### src/rtl/core/r2fft_pkg.sv
`default_nettype none
package r2fft_pkg;
   localparam int MAX_LOG2_POINTS_DEF = 6;
   localparam int SAMPLE_BITS_DEF = 16;
   localparam int TWIDDLE_BITS_DEF = 18;
   localparam int TABLE_LOG2 = 6;

   typedef enum logic [2:0] {
      ST_LOAD, ST_RD, ST_WAIT, ST_MUL, ST_WR, ST_WR2, ST_OUT_RD, ST_OUT
   } state_type;

   typedef struct packed {
      logic load_we;
      logic bf_rd;
      logic bf_cap;
      logic bf_mul;
      logic bf_wr;
      logic out_rd;
      logic out_show;
   } cmd_type;

   function automatic logic signed [16:0] quarter_q16(input logic [4:0] k);
      logic signed [16:0] r;
      r = '0;
      case (k)
         5'd0: r = 17'sd65535; // 65536 held as 1.0 minus one; fixed below
         5'd1: r = 17'sd65220;
         5'd2: r = 17'sd64277;
         5'd3: r = 17'sd62714;
         5'd4: r = 17'sd60547;
         5'd5: r = 17'sd57798;
         5'd6: r = 17'sd54491;
         5'd7: r = 17'sd50660;
         5'd8: r = 17'sd46341;
         5'd9: r = 17'sd41576;
         5'd10: r = 17'sd36410;
         5'd11: r = 17'sd30893;
         5'd12: r = 17'sd25080;
         5'd13: r = 17'sd19024;
         5'd14: r = 17'sd12785;
         5'd15: r = 17'sd6424;
         default: r = 17'sd0;
      endcase
      return r;
   endfunction

   // Q16 value of cos table entry, 18 bits wide so 65536 fits
   function automatic logic signed [17:0] q16_val(input logic [4:0] k);
      logic signed [17:0] r;
      r = (k == 5'd0) ? 18'sd65536 : 18'(quarter_q16(k));
      return r;
   endfunction

   function automatic logic signed [47:0] scale_tw(input logic signed [17:0] q,
                                                    input int frac);
      logic signed [47:0] v;
      v = 48'(q);
      if (frac >= 16) v = v <<< (frac - 16);
      else v = (v + (48'sd1 <<< (15 - frac))) >>> (16 - frac);
      return v;
   endfunction
endpackage
`default_nettype wire

### src/rtl/core/r2fft_ctrl.sv
`default_nettype none
module r2fft_ctrl import r2fft_pkg::*; (
   input  wire logic clock,
   input  wire logic reset,
   input  wire logic load_done,
   input  wire logic bf_done,
   input  wire logic out_done,
   input  wire logic in_fire,
   input  wire logic out_fire,
   output cmd_type   cmd,
   output logic      in_ready
);
   state_type state_ff, state_in;

   always_ff @(posedge clock) begin
      if (reset) state_ff <= ST_LOAD;
      else state_ff <= state_in;
   end

   always_comb begin
      state_in = state_ff;
      case (state_ff)
         ST_LOAD: if (in_fire && load_done) state_in = ST_RD;
         ST_RD: state_in = ST_WAIT;
         ST_WAIT: state_in = ST_MUL;
         ST_MUL: state_in = ST_WR;
         ST_WR: state_in = ST_WR2;
         ST_WR2: state_in = bf_done ? ST_OUT_RD : ST_RD;
         ST_OUT_RD: state_in = ST_OUT;
         ST_OUT: if (out_fire) state_in = out_done ? ST_LOAD : ST_OUT_RD;
         default: state_in = ST_LOAD;
      endcase
   end

   always_comb begin
      cmd = '0;
      in_ready = 1'b0;
      case (state_ff)
         ST_LOAD: begin
            in_ready = 1'b1;
            cmd.load_we = in_fire;
         end
         ST_RD: cmd.bf_rd = 1'b1;
         ST_WAIT: cmd.bf_cap = 1'b1;
         ST_MUL: cmd.bf_mul = 1'b1;
         ST_WR: cmd.bf_wr = 1'b1;
         ST_WR2: cmd.bf_wr = 1'b1;
         ST_OUT_RD: cmd.out_rd = 1'b1;
         ST_OUT: cmd.out_show = 1'b1;
         default: cmd = '0;
      endcase
   end
endmodule
`default_nettype wire

### config.mk
export PLATFORM = sky130hd
export DESIGN_NAME = r2fft_ctrl
export DESIGN_NICKNAME = d
export VERILOG_FILES = /design/src/rtl/core/r2fft_pkg.sv /design/src/rtl/core/r2fft_ctrl.sv
export SDC_FILE = /design/constraint.sdc
export NUM_CORES = 1
export LEC_CHECK = 0
export ABC_AREA = 1
export BUFFER_PORTS_ARGS = -buffer_cell sky130_fd_sc_hd__buf_2
export CAP_MARGIN = 40
export CORE_AREA = 2 2 39 41
export DETAILED_ROUTE_END_ITERATION = 8
export DIE_AREA = 0 0 41 43
export SYNTH_ARGS = -nofsm -noshare
export SYNTH_HDL_FRONTEND = slang
export SYNTH_SLANG_ARGS = --single-unit
### constraint.sdc
create_clock -name clock -period 1.2 [get_ports clock]
set_input_delay 0.12 -clock clock [delete_from_list [all_inputs] [get_ports clock]]
set_output_delay 0.12 -clock clock [all_outputs]
set_load 0.01 [all_outputs]
==> results.sh, run 1 <==
export IMPL_grt_usage_pct=9.22
export IMPL_synthXorXnorAreaFrac_pct=0
export IMPL_fin_nets=71
export IMPL_largest_reg_flops=3
export IMPL_gp_congestion=0.687
export IMPL_drive_gt1_share_pct=42.9
export IMPL_synth_ff_latch_count=3
export IMPL_dp_final_hpwl_um=523
export IMPL_cp_slowest_cell="dfxtp_4"
export IMPL_drc=0
export IMPL_clock_fmax_ghz=0.907
export IMPL_largest_registers="state_ff x3"
export IMPL_clock_latency_ns=0.23
export IMPL_relSlewSlack_pct=89.7
export IMPL_finalPower_uw=372
export IMPL_area_delta_synth_final_pct=56.7
export IMPL_initial_core_util_pct=17.5
export IMPL_syn_num_nets=51
export IMPL_cts_tree="yes"
export IMPL_static_leakage_power_uw=0.000233
export IMPL_fill_cells=172
export IMPL_status="finished, final reports clean"
export IMPL_arrival_ns=0.98
export IMPL_synth_fa_ha_area_share_pct=0
export IMPL_cp_top_family="flip-flops"
export IMPL_rows=14
export IMPL_clkSinkCount=3
export IMPL_h_tree_depth=1
export IMPL_regMostFlops="state_ff"
export IMPL_yosys_warnings=0
export IMPL_layout_worst_path_cycle_share_pct=91.9
export IMPL_clock_root_buffer="clkbuf_4"
export IMPL_vias=317
export IMPL_path_buf_inv=3
export IMPL_antenna_found_initial=0
export IMPL_multi_input_area_um2=149
export IMPL_finClkSkew_ns=0.00267
export IMPL_end_kind="primary output"
export IMPL_drv_cap=0
export IMPL_first_global_vias=303
export IMPL_hold_class="in2reg"
export IMPL_synthDistinctLibCells=13
export IMPL_synth_seq_area_share_pct=24.7
export IMPL_via_per_inst=4.01
export IMPL_crit_chain="buf_4 -> nand3_1 -> inv_1 -> buf_2"
export IMPL_firstDrtPassIters=4
export IMPL_post_cts_repair_setup_buffers=0
export IMPL_die_x_um=41
export IMPL_crit_path_start_kind="flop"
export IMPL_die_y_um=43
export IMPL_syn_inst=44
export IMPL_ff_latch_area_um2=66.3
export IMPL_cp_data_required_time_ns=1.08
export IMPL_slowest_delay_ns=0.36
export IMPL_drt_wl_total_um=620
export IMPL_period_minus_slack_ns=1.10
export IMPL_setup_viol=0
export IMPL_clockBufferDepth=2
export IMPL_rsz0062_at_grt="no"
export IMPL_cts_buffers=3
export IMPL_hold_viol=0
export IMPL_final_common_cell="buf_2"
export IMPL_hold_buffers=0
export IMPL_die_area_mm2=0.00176
export IMPL_slew_violations=0
export IMPL_antenna_cells=0
export IMPL_num_io_pins=15
export IMPL_wl_per_cell_um=7.85
export IMPL_cellPowerDensity_mw_per_mm2=978
export IMPL_port_buffers=14
export IMPL_avgSynthCellArea_um2=5.52
export IMPL_path_class="reg2out"
export IMPL_finalInstanceArea_um2=380
export IMPL_drtIter0Drc=3
export IMPL_synth_compound_area_share_pct=8.25
export IMPL_drtAntennaViolNets=0
export IMPL_grt_pass1_wl_um=1040
export IMPL_rrSetupSlack_ns=0.11
export IMPL_clkTransAtPathRegs_ns=0.04
export IMPL_grt_max_degree=8
export IMPL_grt_ovfl_total=0
export IMPL_fin_util_pct=27.5
export IMPL_coreArea_mm2=0.00138
export IMPL_irDropWorstVdd_mv=0.468
export IMPL_tightest_slew_ns=0.154
export IMPL_setup_tns_final_ns=0
export IMPL_syn_area_um2=243
export IMPL_synth_top_family_by_area="simple AND/OR/NAND/NOR gates"
export IMPL_yosys_area_share_simple_pct=50.0
export IMPL_place_area_um2=340
export IMPL_synthMuxAreaShare_pct=0
export IMPL_path_max_fanout=6
export IMPL_final_cell_mix="buf_2, nand2_1, inv_1"
routing by layer:
metal	wire length [um]	share of wire, %	track usage (%)	vias to the layer above
li1	-	-	-	172
met1	231	37	7.99	135
met2	337	54	14.4	8
met3	35	5.6	3.14	2
met4	16	2.6	10.0	0
met5	0	0	0	-
through the flow:
step | setup WS (ns) | hold slack (ns) | std cells
final | 0.0969 | 0.0593 | 79
after global routing | 0.0144 | 0.0514 | 79
after CTS | 0.0142 | 0.0598 | 79
after detailed placement | 0.0310 | 0.310 | 75
after global placement | 0.0802 | 0.314 | 75
after floorplan | 0.0827 | 0.189 | 44
power breakdown:
part / switching, uW / leakage [uW] / total [uW] / internal (uW)
clock network: 52.4 / 0.0000150 / 177 / 125
logic: 42.5 / 0.000192 / 79.2 / 36.7
registers: 9.70 / 0.0000261 / 116 / 106
total: 105 / 0.000233 / 372 / 267
what timing repair did:
action,4_1_cts,5_1_grt
gates resized for setup,1,6
gates cloned,0,0
endpoints found under the setup margin,2,9
kinds of logic (layout without fill, tap and decap cells):
family	count (synthesis)	count (layout)
buffers and inverters	11	30
and+or+nand+nor	26	26
DFF	3	3
AOI/OAI and AO/OA	4	4
worst paths after layout:
kind,from,endpoint,depth (start not counted)
worst max-delay path,state_ff[0],cmd[3],4
worst min register to register,state_ff[0],state_ff[0],3
worst max register to register,state_ff[1],state_ff[1],6
worst min-delay path,reset,state_ff[2],2
area by class of cell:
class	instances	share of cell area, %
Clock buffer	4	6.91
Sequential cell	3	17.4
Tap cell	16	5.26
Timing Repair Buffer	15	20.4
Inverter	11	10.9
Multi-Input combinational cell	30	39.1
Yosys cell counts (all sizes together):
cell	n	area share (%)
nor2	4	6.2
nand3	6	14
a21oi	3	6.2
dfxtp	3	25
or2	2	6.2
inv	11	17
nand2	12	19
and3	1	2.6
o21ai	1	2.1
nor3	1	2.1
Note: power is estimated with default switching activity, not from simulation.
==> run 2: changes to the inputs <==
- PLACE_DENSITY_LB_ADDON: unset -> 0.08
==> run 2 against run 1 <==
  * Clock skew hardly changed
  * Via count is 1.6% higher
  * Maximum frequency is 0.58% higher
  * Cell count stayed put
  * Sequential share of layout area is 0.32 points lower
  * Critical path depth is 1 lower
  * Core utilization is 0.54 points lower
  * Clock-buffer cell count stayed put
  * Non-clock buffer count stayed put
  * Largest cell class unchanged
==> results.sh, run 2 (same netlist as run 1, synthesis figures left out) <==
export IMPL_m1WireLength_um=273
export IMPL_initial_core_util_pct=17.5
export IMPL_die_y_um=43
export IMPL_drtAntennaViolNets=0
export IMPL_hold_depth=2
export IMPL_layout_worst_path_cycle_share_pct=91.4
export IMPL_grt_pass1_wl_um=1060
export IMPL_tightest_slew_ns=0.205
export IMPL_wl_per_cell_um=7.84
export IMPL_path_class="reg2out"
export IMPL_area_delta_synth_final_pct=53.6
export IMPL_via_per_inst=4.08
export IMPL_drv_cap=0
export IMPL_crit_chain="inv_2 -> and3_1 -> buf_2"
export IMPL_whs_ns=0.0656
export IMPL_wl_met3_um=54
export IMPL_rrSetupSlack_ns=0.11
export IMPL_cp_data_required_time_ns=1.08
export IMPL_relSlewSlack_pct=86.2
export IMPL_setup_tns_final_ns=0
export IMPL_slew_violations=0
export IMPL_final_cell_mix="buf_2, nand2_1, inv_1"
export IMPL_die_x_um=41
export IMPL_crit_path_start_kind="flop"
export IMPL_irDropWorstVdd_mv=0.384
export IMPL_largest_registers="state_ff x3"
export IMPL_fin_nets=71
export IMPL_dr_wl_met2_um=291
export IMPL_r2r_start="state_ff[0]"
export IMPL_antenna_found_initial=0
export IMPL_rsz0062_at_grt="no"
export IMPL_rows=14
export IMPL_cellPowerDensity_mw_per_mm2=1000
export IMPL_drt_wl_total_um=619
export IMPL_largest_reg_flops=3
export IMPL_end_kind="primary output"
export IMPL_clock_fmax_ghz=0.912
export IMPL_drc=0
export IMPL_clkTransAtPathRegs_ns=0.04
export IMPL_hold_buffers=0
export IMPL_status="finished, final reports clean"
export IMPL_h_tree_depth=1
export IMPL_antenna_cells=0
export IMPL_hold_class="in2reg"
export IMPL_post_cts_repair_setup_buffers=0
export IMPL_dp_final_hpwl_um=524
export IMPL_grt_usage_pct=9.01
export IMPL_clockBufferDepth=2
export IMPL_r2r_cells=6
export IMPL_setup_viol=0
export IMPL_cp_top_family="flip-flops"
export IMPL_clkSinkCount=3
export IMPL_die_area_mm2=0.00176
export IMPL_firstDrtPassIters=4
export IMPL_hold_end="state_ff[0]"
export IMPL_period_minus_slack_ns=1.10
export IMPL_cts_tree="yes"
export IMPL_clock_latency_ns=0.23
export IMPL_path_buf_inv=2
export IMPL_place_area_um2=340
export IMPL_gp_congestion=0.657
export IMPL_regMostFlops="state_ff"
export IMPL_static_leakage_power_uw=0.000232
export IMPL_arrival_ns=0.98
export IMPL_hold_viol=0
export IMPL_vias=322
export IMPL_finClkSkew_ns=0.00278
export IMPL_cts_buffers=3
export IMPL_grt_ovfl_total=0
export IMPL_worst_r2r_endpoint="state_ff[1]"
export IMPL_coreArea_mm2=0.00138
export IMPL_num_io_pins=15
export IMPL_grt_max_degree=8
export IMPL_first_global_vias=286
export IMPL_final_common_cell="buf_2"
export IMPL_top_layer="met3"
export IMPL_cp_slowest_cell="dfxtp_2"
export IMPL_min_from="reset"
export IMPL_drtIter0Drc=2
export IMPL_finalInstanceArea_um2=373
export IMPL_port_buffers=14
export IMPL_slowest_delay_ns=0.39
export IMPL_path_max_fanout=6
export IMPL_drive_gt1_share_pct=41.3
export IMPL_clock_root_buffer="clkbuf_4"
==> run 2: cell count changes in the layout (fill, tap and decap cells not counted) <==
cell	before	now
dfxtp_4	1	0
nor3_2	1	0
dfxtp_2	2	3
nor3_1	0	1
==> run 2: repair_timing <==
| action | 4_1_cts | 5_1_grt |
|---|---|---|
| gates resized for setup | 2 | 3 |
| endpoints found under the setup margin | 3 | 7 |
| pin swaps | 0 | 0 |
| hold endpoints to repair | 0 | 0 |
==> run 2: report_power, final <==
group	switching (uW)	internal, uW
clock	55.7	125
sequential	9.55	106
combinational	41.7	35.6
total	107	267
==> run 2: worst max path at each step <==
stage           startpoint     endpoint  cells past startpoint
6_report       state_ff[0]       cmd[6]                      3
3_3_place_gp   state_ff[0]  state_ff[1]                      7
5_1_grt        state_ff[2]     in_ready                      2
4_1_cts        state_ff[0]       cmd[1]                      4
3_5_place_dp   state_ff[0]  state_ff[1]                      6
2_1_floorplan  state_ff[2]  state_ff[1]                      6
==> run 2: stage by stage <==
step | utilization, % | setup slack (ns) | cells | total power [uW]
final | 26.9 | 0.103 | 79 | 374
after global routing | 26.9 | 0.0229 | 79 | 410
after CTS | 26.7 | 0.0177 | 79 | 385
after detailed placement | 24.6 | 0.0265 | 75 | 195
after global placement | 24.6 | -0.00261 | 75 | 197
after floorplan | - | 0.0827 | 44 | 158
==> run 2: cell type report <==
| type | instances | area [um2] |
|---|---|---|
| well taps | 16 | 20.0 |
| multi-input cells | 30 | 144 |
| flip-flops and latches | 3 | 63.8 |
| fillers | 170 | 1010 |
| repair buffers | 15 | 77.6 |
| inverters | 11 | 41.3 |
| clock buffers | 4 | 26.3 |
==> run 2: worst register-to-register path, cell delays in order, from the launching register on <==
cell and delay, ns:
dfxtp_2 0.39, nand3_2 0.11, or2_4 0.25, nand2_1 0.08, inv_2 0.04, nand2_1 0.05
a21oi_1 0.05
==> run 2: per-layer routing <==
| layer | track usage, % | vias up |
|---|---|---|
| met2 | 12.8 | 11 |
| met3 | 4.71 | 0 |
| met4 | 6.00 | 0 |
| met5 | 0 | - |
| met1 | 9.87 | 137 |
| li1 | - | 174 |
